--- src/hdl/dle_pkg.sv ---
// Shared codes, constants and control structs of the decimal line entry editor.
package dle_pkg;

    localparam int LINE_DEPTH_DEF = 64;

    localparam logic [1:0] OP_BYTE  = 2'd0;
    localparam logic [1:0] OP_BEGIN = 2'd1;
    localparam logic [1:0] OP_END   = 2'd2;

    localparam logic [1:0] ST_DISABLED = 2'd0;
    localparam logic [1:0] ST_COLLECT  = 2'd1;
    localparam logic [1:0] ST_READY    = 2'd2;
    localparam logic [1:0] ST_INVALID  = 2'd3;

    localparam logic [1:0] ECHO_NONE  = 2'd0;
    localparam logic [1:0] ECHO_BYTE  = 2'd1;
    localparam logic [1:0] ECHO_ERASE = 2'd2;

    localparam logic [1:0] NOTE_NONE     = 2'd0;
    localparam logic [1:0] NOTE_TOO_LONG = 2'd1;
    localparam logic [1:0] NOTE_NOT_DIG  = 2'd2;
    localparam logic [1:0] NOTE_NO_VALID = 2'd3;

    localparam logic       TYPE_DECIMAL = 1'b0;

    localparam logic [7:0] CHAR_CR   = 8'h0D;
    localparam logic [7:0] CHAR_DEL  = 8'h7F;
    localparam logic [7:0] CHAR_ZERO = 8'h30;
    localparam logic [7:0] CHAR_NINE = 8'h39;

    localparam logic [30:0] VALUE_MAX = 31'h7FFF_FFFF;

    // controller -> datapath
    typedef struct packed {
        logic accept;      // take the input word
        logic walk_start;  // clear walk counters
        logic walk_step;   // one step of the digit walk
        logic walk_finish; // close the walk and set status
        logic load_out;    // move the result into the output register
    } t_cmd;

    // datapath -> controller
    typedef struct packed {
        logic walk_req;    // input word is a CR that needs the digit walk
        logic walk_done;
    } t_sts;

endpackage

--- src/hdl/dle_ctrl.sv ---
// Sequencer of the line editor: input/output handshake and digit walk control.
module dle_ctrl
    import dle_pkg::*;
(
    input  logic i_clk,
    input  logic i_rst_n,
    input  logic i_in_valid,
    output logic o_in_stall,
    output logic o_out_valid,
    input  logic i_out_stall,
    input  t_sts i_sts,
    output t_cmd o_cmd
);

    typedef enum logic [2:0] {
        S_IDLE = 3'b001,
        S_WALK = 3'b010,
        S_PUSH = 3'b100
    } t_state;

    t_state r_state, n_state;
    logic   r_out_valid, n_out_valid;
    logic   out_free;

    assign out_free    = !r_out_valid || !i_out_stall;
    assign o_in_stall  = (r_state != S_IDLE);
    assign o_out_valid = r_out_valid;

    always_comb begin
        n_state     = r_state;
        o_cmd       = '0;
        n_out_valid = r_out_valid && i_out_stall;
        case (r_state)
            S_IDLE: begin
                if (i_in_valid) begin
                    o_cmd.accept = 1'b1;
                    if (i_sts.walk_req) begin
                        o_cmd.walk_start = 1'b1;
                        n_state          = S_WALK;
                    end else begin
                        n_state = S_PUSH;
                    end
                end
            end
            S_WALK: begin
                if (i_sts.walk_done) begin
                    o_cmd.walk_finish = 1'b1;
                    n_state           = S_PUSH;
                end else begin
                    o_cmd.walk_step = 1'b1;
                end
            end
            S_PUSH: begin
                if (out_free) begin
                    o_cmd.load_out = 1'b1;
                    n_out_valid    = 1'b1;
                    n_state        = S_IDLE;
                end
            end
            default: begin
                n_state = S_IDLE;
            end
        endcase
    end

    always_ff @(posedge i_clk) begin
        if (!i_rst_n) begin
            r_state     <= S_IDLE;
            r_out_valid <= 1'b0;
        end else begin
            r_state     <= n_state;
            r_out_valid <= n_out_valid;
        end
    end

endmodule

--- src/hdl/dle_dp.sv ---
// Line editor datapath: line store, fill count, status, digit walk, output word.
module dle_dp
    import dle_pkg::*;
#(
    parameter int LINE_DEPTH = LINE_DEPTH_DEF
) (
    input  logic        i_clk,
    input  logic        i_rst_n,
    input  t_cmd        i_cmd,
    output t_sts        o_sts,
    input  logic [1:0]  i_op,
    input  logic [7:0]  i_rx_byte,
    input  logic        i_entry_type,
    output logic [1:0]  o_line_status,
    output logic [1:0]  o_echo_kind,
    output logic [7:0]  o_echo_char,
    output logic [1:0]  o_note,
    output logic [30:0] o_value
);

    localparam int AW = $clog2(LINE_DEPTH);
    localparam logic [AW-1:0] FILL_LAST = AW'(LINE_DEPTH - 1);

    logic [7:0]    r_mem [LINE_DEPTH];
    logic [7:0]    r_rd_data;

    logic [1:0]    r_status, n_status;
    logic          r_type, n_type;
    logic [AW-1:0] r_fill, n_fill;
    logic [1:0]    r_echo_kind, n_echo_kind;
    logic [7:0]    r_echo_char, n_echo_char;
    logic [1:0]    r_note, n_note;
    logic [30:0]   r_value, n_value;

    logic [AW-1:0] r_idx, n_idx;
    logic          r_rd_vld, n_rd_vld;
    logic [30:0]   r_acc, n_acc;
    logic          r_bad, n_bad;

    logic          is_full;
    logic          is_digit;
    logic [7:0]    digit_off;
    logic [34:0]   acc_next;
    logic          mem_we;

    logic [1:0]    r_out_status;
    logic [1:0]    r_out_echo_kind;
    logic [7:0]    r_out_echo_char;
    logic [1:0]    r_out_note;
    logic [30:0]   r_out_value;

    assign is_full   = (r_fill == FILL_LAST);
    assign is_digit  = r_rd_data inside {[CHAR_ZERO:CHAR_NINE]};
    assign digit_off = r_rd_data - CHAR_ZERO;
    // acc * 10 + digit
    assign acc_next  = {1'b0, r_acc, 3'b000} + {3'b000, r_acc, 1'b0}
                     + {31'd0, digit_off[3:0]};

    assign o_sts.walk_req  = (i_op == OP_BYTE) && (r_status == ST_COLLECT) && !is_full
                           && (i_rx_byte == CHAR_CR) && (r_type == TYPE_DECIMAL);
    assign o_sts.walk_done = (r_idx == r_fill) && !r_rd_vld;

    always_comb begin
        n_status    = r_status;
        n_type      = r_type;
        n_fill      = r_fill;
        n_echo_kind = r_echo_kind;
        n_echo_char = r_echo_char;
        n_note      = r_note;
        n_value     = r_value;
        n_idx       = r_idx;
        n_rd_vld    = r_rd_vld;
        n_acc       = r_acc;
        n_bad       = r_bad;
        mem_we      = 1'b0;

        if (i_cmd.accept) begin
            n_echo_kind = ECHO_NONE;
            n_echo_char = 8'd0;
            n_note      = NOTE_NONE;
            case (i_op)
                OP_BEGIN: begin
                    n_status = ST_COLLECT;
                    n_type   = i_entry_type;
                    n_fill   = '0;
                end
                OP_END: begin
                    n_status = ST_DISABLED;
                end
                OP_BYTE: begin
                    if (r_status == ST_COLLECT) begin
                        if (is_full) begin
                            n_status = ST_INVALID;
                            n_note   = NOTE_TOO_LONG;
                        end else if (i_rx_byte == CHAR_CR) begin
                            // decimal type goes through the walk instead
                            if (r_type != TYPE_DECIMAL) begin
                                n_status = ST_INVALID;
                                n_note   = NOTE_NO_VALID;
                            end
                        end else if (i_rx_byte == CHAR_DEL) begin
                            if (r_fill != '0) begin
                                n_fill      = r_fill - 1'b1;
                                n_echo_kind = ECHO_ERASE;
                            end
                        end else begin
                            mem_we      = 1'b1;
                            n_fill      = r_fill + 1'b1;
                            n_echo_kind = ECHO_BYTE;
                            n_echo_char = i_rx_byte;
                        end
                    end
                end
                default: begin
                end
            endcase
        end

        if (i_cmd.walk_start) begin
            n_idx    = '0;
            n_rd_vld = 1'b0;
            n_acc    = '0;
            n_bad    = 1'b0;
        end

        if (i_cmd.walk_step) begin
            if (r_idx != r_fill) begin
                n_idx    = r_idx + 1'b1;
                n_rd_vld = 1'b1;
            end else begin
                n_rd_vld = 1'b0;
            end
            if (r_rd_vld) begin
                if (!is_digit) begin
                    n_bad = 1'b1;
                end else if (acc_next > {4'd0, VALUE_MAX}) begin
                    n_acc = VALUE_MAX;
                end else begin
                    n_acc = acc_next[30:0];
                end
            end
        end

        if (i_cmd.walk_finish) begin
            n_status = r_bad ? ST_INVALID : ST_READY;
            n_note   = r_bad ? NOTE_NOT_DIG : NOTE_NONE;
            n_value  = r_acc;
        end
    end

    always_ff @(posedge i_clk) begin
        if (mem_we) begin
            r_mem[r_fill] <= i_rx_byte;
        end
        r_rd_data <= r_mem[r_idx];
    end

    always_ff @(posedge i_clk) begin
        if (!i_rst_n) begin
            r_status <= ST_DISABLED;
            r_type   <= TYPE_DECIMAL;
            r_fill   <= '0;
            r_rd_vld <= 1'b0;
            r_idx    <= '0;
        end else begin
            r_status <= n_status;
            r_type   <= n_type;
            r_fill   <= n_fill;
            r_rd_vld <= n_rd_vld;
            r_idx    <= n_idx;
        end
    end

    always_ff @(posedge i_clk) begin
        r_echo_kind <= n_echo_kind;
        r_echo_char <= n_echo_char;
        r_note      <= n_note;
        r_value     <= n_value;
        r_acc       <= n_acc;
        r_bad       <= n_bad;
        if (i_cmd.load_out) begin
            r_out_status    <= r_status;
            r_out_echo_kind <= r_echo_kind;
            r_out_echo_char <= r_echo_char;
            r_out_note      <= r_note;
            r_out_value     <= (r_status == ST_READY && r_type == TYPE_DECIMAL)
                               ? r_value : 31'd0;
        end
    end

    assign o_line_status = r_out_status;
    assign o_echo_kind   = r_out_echo_kind;
    assign o_echo_char   = r_out_echo_char;
    assign o_note        = r_out_note;
    assign o_value       = r_out_value;

endmodule

--- src/hdl/decimal_line_entry_editor.sv ---
// Top level of the decimal line entry editor.
// Each input word (received byte, begin or end) gives exactly one output word with the
// line status, the echo to send back, a note code and, while a decimal line is ready,
// its value saturated at 2147483647. A CR on a decimal line walks the stored bytes
// through the single read port of the line store, one byte a cycle. The input is
// stalled while a word is in work; a finished word may wait in the output register
// while the next input word is taken. The line store has no reset.
module decimal_line_entry_editor
    import dle_pkg::*;
#(
    parameter int LINE_DEPTH = LINE_DEPTH_DEF
) (
    input  logic        i_clk,
    input  logic        i_rst_n,
    input  logic        i_in_valid,
    output logic        o_in_stall,
    input  logic [1:0]  i_op,
    input  logic [7:0]  i_rx_byte,
    input  logic        i_entry_type,
    output logic        o_out_valid,
    input  logic        i_out_stall,
    output logic [1:0]  o_line_status,
    output logic [1:0]  o_echo_kind,
    output logic [7:0]  o_echo_char,
    output logic [1:0]  o_note,
    output logic [30:0] o_value
);

    t_cmd cmd;
    t_sts sts;

    dle_ctrl u_ctrl (
        .i_clk       (i_clk),
        .i_rst_n     (i_rst_n),
        .i_in_valid  (i_in_valid),
        .o_in_stall  (o_in_stall),
        .o_out_valid (o_out_valid),
        .i_out_stall (i_out_stall),
        .i_sts       (sts),
        .o_cmd       (cmd)
    );

    dle_dp #(
        .LINE_DEPTH (LINE_DEPTH)
    ) u_dp (
        .i_clk         (i_clk),
        .i_rst_n       (i_rst_n),
        .i_cmd         (cmd),
        .o_sts         (sts),
        .i_op          (i_op),
        .i_rx_byte     (i_rx_byte),
        .i_entry_type  (i_entry_type),
        .o_line_status (o_line_status),
        .o_echo_kind   (o_echo_kind),
        .o_echo_char   (o_echo_char),
        .o_note        (o_note),
        .o_value       (o_value)
    );

endmodule

--- config.mk ---
export PLATFORM = sky130hd
export DESIGN_NAME = decimal_line_entry_editor
export DESIGN_NICKNAME = d
export VERILOG_FILES = /design/src/hdl/dle_pkg.sv /design/src/hdl/dle_ctrl.sv /design/src/hdl/dle_dp.sv /design/src/hdl/decimal_line_entry_editor.sv
export SDC_FILE = /design/constraint.sdc
export NUM_CORES = 1
export LEC_CHECK = 0
export ABC_AREA = 1
export BUFFER_PORTS_ARGS = -buffer_cell sky130_fd_sc_hd__buf_2
export CAP_MARGIN = 20
export CORE_ASPECT_RATIO = 0.8
export CORE_MARGIN = 2
export CORE_UTILIZATION = 35
export CTS_CLUSTER_SIZE = 20
export DETAILED_ROUTE_END_ITERATION = 8
export GPL_TIMING_DRIVEN = 0
export PLACE_DENSITY = 0.51
export SYNTH_ARGS = -nofsm -noshare
export SYNTH_HDL_FRONTEND = slang
export SYNTH_SLANG_ARGS = --single-unit
--- constraint.sdc ---
create_clock -name i_clk -period 7.7 [get_ports i_clk]
set_clock_uncertainty 0.1 [all_clocks]
set_input_delay 1.54 -clock i_clk [delete_from_list [all_inputs] [get_ports i_clk]]
set_output_delay 1.54 -clock i_clk [all_outputs]
set_load 0.1 [all_outputs]
### After elaboration in Yosys (flattened, before gate mapping)

Memories as Yosys holds them, arrays and structs flattened. A register that Yosys moved wholly into a read port is not among the register bits.
Cells that the tools add are included.

* bits in registers: 140
* RAM bits: 512
* bits of input ports: 15
* output and inout port bits: 47
* word-level logic and storage cells: 144
* memories: 1

* add/subtract/negate cells: 6
* order comparisons: 3
* equality and inequality tests: 23
* mux-type cells: 62
* bitwise gates (word level): 4
* reduce and logical (&&, ||, !) cells: 26

Memory list
* u_dp.r_mem: words 64, width 8, rd ports 1, clocked after memory_dff 1, wr ports 1, RTL line dle_dp.sv:24 `logic [7:0] r_mem [LINE_DEPTH];`

Operator list (number)
* two-way mux 31 bit: 5
* two-way mux 6 bit: 8
* two-way mux 2 bit: 18
* adder 34 x 32 -> 35 bit: 1
* adder 35 x 4 -> 35 bit: 1
* > comparator 35 x 31 -> 1 bit, second input constant: 1
* two-way mux 1 bit: 24
* adder 6 x 1 -> 6 bit, second input constant: 2
* two-way mux 3 bit: 4
* one-hot mux 6 bit (2 select lines): 1
* inequality test 2 bit, second input constant: 5
* OR reduction 5 bit: 2
* one-hot mux 3 bit (3 select lines): 1
* equality test 8 x 4 -> 1 bit, second input constant: 1
* equality test 8 x 7 -> 1 bit, second input constant: 1
* >= comparator 8 x 6 -> 1 bit, second input constant: 1
* <= comparator 8 x 6 -> 1 bit, second input constant: 1
* logical AND 1 bit: 8
* equality test 6 bit: 1
* equality test 6 bit, second input constant: 1
* inequality test 3 bit, second input constant: 2
* inequality test 6 bit: 1
* one-hot mux 2 bit (3 select lines): 1
* AND reduction 6 bit: 1
* 22 further kinds: 32

### Longest topological paths before layout

* depth after elaboration: 12
* gate-level depth with buffers: 20
* depth with buffers taken out: 19

### Modules after synthesis

A second synthesis with hierarchy kept.

* cells, all modules: 2519
* area total of the unflattened synthesis: 28521.1 um^2

By module, submodules not included
* dle_dp: times used 1, cells an instance 2484, area an instance 28284.6 um^2, sequential area each 19138.4 um^2
* dle_ctrl: times used 1, cells an instance 35, area an instance 236.5 um^2, sequential area each 80.1 um^2

### Worst setup path after synthesis

Ideal clock, no wire load.

* kind: input to register
* start: input port i_out_stall
* end: register u_dp.r_out_echo_char[0], in the netlist u_dp.o_echo_char[0], enable pin
* library setup time: 0.463 ns
* arrival time: 3.701 ns
* data required time: 7.137 ns
* slack: 3.436 ns
* stages on the path: 1
* buffers on the path: 0
* cells stage by stage: a21oi_1

* longest elaborated chain between the ends: 4

Ends and longest elaborated chain
* from (decl): RTL line decimal_line_entry_editor.sv:21 `input logic i_out_stall,`
* logical NOT 1 bit: RTL line dle_ctrl.sv:25 `assign out_free = !r_out_valid || !i_out_stall;`
* logical OR 1 bit: RTL line dle_ctrl.sv:25
* two-way mux 1 bit: RTL line dle_ctrl.sv:54 `if (out_free) begin`
* two-way mux 1 bit: RTL line dle_ctrl.sv:33 `case (r_state)`
* to (signal assigned): RTL line dle_dp.sv:184 `r_out_echo_char <= r_echo_char;`
* to (decl): RTL line dle_dp.sv:48 `logic [7:0] r_out_echo_char;`

No other way between the ends.
A chain may end at the register's enable or synchronous reset.

### Final worst setup path

* start: input port i_rx_byte[7]
* end: memory u_dp.r_mem[39][6], enable pin

* longest elaborated chain between the ends: 9
* elaborated cells on any way between the ends: 10
* classes of those cells: eq/ne (2); mux (8)

Ends and longest elaborated chain
* from (decl): RTL line decimal_line_entry_editor.sv:18 `input logic [7:0] i_rx_byte,`
* equality test 8 x 7 -> 1 bit: RTL line dle_dp.sv:101 `end else if (i_rx_byte == CHAR_DEL) begin`
* two-way mux 1 bit: RTL line dle_dp.sv:101
* two-way mux 1 bit (*): RTL line dle_dp.sv:95 `end else if (i_rx_byte == CHAR_CR) begin`
* two-way mux 1 bit (*): RTL line dle_dp.sv:92 `if (is_full) begin`
* two-way mux 1 bit (*): RTL line dle_dp.sv:91 `if (r_status == ST_COLLECT) begin`
* two-way mux 1 bit (*): RTL line dle_dp.sv:81 `case (i_op)`
* two-way mux 1 bit (*): RTL line dle_dp.sv:77 `if (i_cmd.accept) begin`
* two-way mux 1 bit (*): RTL line dle_dp.sv:152 `if (mem_we) begin`
* two-way mux 1 bit (implied by the code) (*): RTL line dle_dp.sv:153 `r_mem[r_fill] <= i_rx_byte;`
* to (decl): RTL line dle_dp.sv:24

Every way passes the cells marked *; elsewhere a longest branch is shown, timed or not.

==> summary.md <==
| Metric | Value |
|---|---|
| TNS Setup | `0 ps` |
| Lkg Pwr | `12.2 nW` |
| Seq/Total Area, Yosys | `66.6%` |
| CP startpoint | `i_rx_byte[7]` |
| Global-route wire length before repair | `134 mm` |
| Crit share post-route | `61.9%` |
| Largest net degree at the start of global routing | `67` |
| Crit Path Max Fanout | `34` |
| Std-Cell Core Area | `82000 um^2` |
| First drt pass iteration count | `5` |
| Required time of the critical path | `7840 ps` |
| Post-synth cell types | `48` |
| Final Net Count | `2833` |
| Max Cap Viol | `0` |
| Post_cts resized | `0` |
| Commonest non-fill, non-tap cell in the layout | `edfxtp_1` |
| Clock Latency Late Sink | `630 ps` |
| DRC | `0` |
| Yosys reg bits | `660` |
| Crit path launch type | `input port` |
| Vias | `21000` |
| Pins over their slew limit | `0` |
| Total Routing Usage GR | `21.7%` |
| WL per Instance | `23.9 um` |
| Postcts setup bufs | `0` |
| Ys async rst share | `0%` |
| Setup repair after global routing missed its margin | `false` |
| Die height | `261 um` |
| CTS Hold Bufs | `0` |
| Antenna diode count | `0` |
| Synth Instances | `2593` |
| Fmax | `210 MHz` |
| Drt initial violations | `2790` |
| Max Root-Sink Buffers | `3` |
| H-tree depth | `3` |
| Fin area | `33200 um^2` |
| Cell Rows | `94` |
| Clock-pin transition on the worst setup and hold timing paths | `60 ps` |
| Worst path slowest cell | `nor2_1` |
| Total CTS buffers | `70` |
| Top-Level Pins | `62` |
| Area grow syn2layout | `14.9%` |
| Dpl cells | `3781` |
| Max VDD drop | `0.167 mV` |
| Final setup viols | `0` |
| Most frequent cells in the layout | `edfxtp_1 (600), nor2_1 (422), nand2_1 (384)` |
| Pwr/cell area | `231 nW/um^2` |
| Clk root buf | `clkbuf_16` |
| Ys Warns | `0` |
| Outcome | `completed` |
| Dominant synthesized flop cell | `edfxtp_1` |
| Worst hold path startpoint | `u_dp.r_echo_char[6]$_SDFFCE_PP0P_` |
| CP arrival | `4910 ps` |
| Die area | `84800 um^2` |
| Hold_ws | `317 ps` |
| Worst-margin pin slew | `1090 ps` |
| Synth Cell Area | `28900 um^2` |
| CP bufs+invs | `3` |
| Routed WL | `93.3 mm` |
| Crit. End Element | `register` |
| Die W | `325 um` |
| Detail Placement HPWL | `64.3 mm` |
| Crit path cell chain | `buf_2 -> buf_12 -> inv_1 -> nand4_1 -> nor3_1 -> nor2_1 -> nand2_1 -> nor2_2 -> nand2_2 -> nor2_4 -> nand2_1 -> nor2_1` |
| Area after DPL | `30900 um^2` |
| Vias in the first global route | `19700` |
| Syn Area/Cell | `11.1 um^2` |
| Via density per instance | `5.37` |
| Worst slew margin | `27.0%` |
| RR Startpoint | `u_ctrl.r_state[2]$_SDFFE_PN0P_` |
| Post-synth EDFFs | `600` |
| CTS tree | `yes` |
| Layout cells sized above 1 | `10.9%` |
| CP delay by family, top | `simple AND/OR/NAND/NOR gates` |
| WS Path Type | `input port to register` |
| Initial antenna violation count | `4` |
| RePlAce Congestion | `1.01` |
| CP max stage delay | `960 ps` |
| Post-DRT Antenna Nets | `0` |
| Layout fillers | `7833` |
| Number of I/O port buffers | `61` |
| # clock sinks | `660` |
| Non-Filler Instances | `3907` |
| Minimum clock period | `4770 ps` |
| Grt ovf | `0` |
| Final hold vios | `0` |
| Initial Util | `35.2%` |
| Min-delay worst type | `register to register` |
==> final timing paths <==
kind	to	slack, ps	depth (start not counted)
worst min-delay path	u_dp.o_echo_char[6]$_DFFE_PP_	320	0
worst max-delay path	u_dp.r_mem[39][6]$_DFFE_PP_	2930	12
worst max register to register	u_dp.r_mem[39][6]$_DFFE_PP_	3970	9
worst min register to register	u_dp.o_echo_char[6]$_DFFE_PP_	320	0
==> state kept, by name, indices dropped and copies added, names as in the netlist, 3 cells and up <==
| name | flops |
|---|---|
| u_dp.r_echo_char | 8 |
| u_dp.r_value | 31 |
| u_dp.r_idx | 6 |
| u_dp.o_echo_char | 8 |
| u_dp.r_rd_data | 8 |
| u_dp.r_acc | 31 |
| u_dp.r_fill | 6 |
| u_ctrl.r_state | 3 |
| u_dp.o_value | 31 |
| u_dp.r_mem | 512 |
==> cells in the mapped netlist (18+ instances only) <==
cell        n  area (um^2)
o21ai_0   260         1300
buf_2      36          180
o211ai_1   18          135
nand2_1   384         1440
edfxtp_1  600        18000
ha_1       66          826
clkbuf_1   83          312
o221ai_1   48          420
a21oi_1    49          245
nand2_2    27          169
inv_1     187          702
nand3_1    85          425
dfxtp_1    60         1200
nand4_1    59          369
o22ai_1    81          507
nor2_1    422         1580
==> area by class of cell <==
cell class | instances | area [um^2] | share of cell area, %
Sequential cell | 660 | 19200 | 57.9
Buffer | 128 | 574 | 1.73
Multi-Input combinational cell | 1609 | 8360 | 25.2
Clock buffer | 87 | 1870 | 5.63
Timing Repair Buffer | 77 | 564 | 1.70
Inverter | 203 | 762 | 2.30
Clock inverter | 39 | 442 | 1.33
Tap cell | 1104 | 1380 | 4.16
==> per-stage QoR <==
stage | util (%) | total power, mW | setup slack, ps
floorplan | - | 4.22 | 3440
finish | 40.5 | 7.68 | 2930
CTS | 40.5 | 7.72 | 3010
detailed placement | 37.6 | 4.33 | 2360
global placement | 37.3 | 4.32 | 1560
global route | 40.5 | 7.87 | 2790
==> power breakdown <==
part / total (mW) / switching, mW / leakage [nW] / internal [mW]
Combinational: 0.304 / 0.237 / 5.15 / 0.0676
Sequential: 3.95 / 0.0128 / 5.90 / 3.93
Clock: 3.43 / 1.45 / 1.13 / 1.98
==> layer usage <==
| metal | share of wire, % | up-vias | routed length (um) | global-route usage (%) |
|---|---|---|---|---|
| met5 | 0 | - | 0 | 0 |
| li1 | - | 9479 | - | - |
| met1 | 46 | 10300 | 42800 | 32.1 |
| met4 | 3.2 | 0 | 2970 | 7.30 |
| met2 | 41 | 1036 | 38000 | 31.0 |
| met3 | 10 | 169 | 9500 | 5.31 |
==> cells by family after synthesis <==
kind of cell	share of synthesized area, %
compound gates	9.65
xor+xnor	0.637
fa+ha+maj	3.07
buf+inv	4.63
flops	66.6
other cells	0.0130
simple gates	15.4
Note: power is estimated with default switching activity, not from simulation.
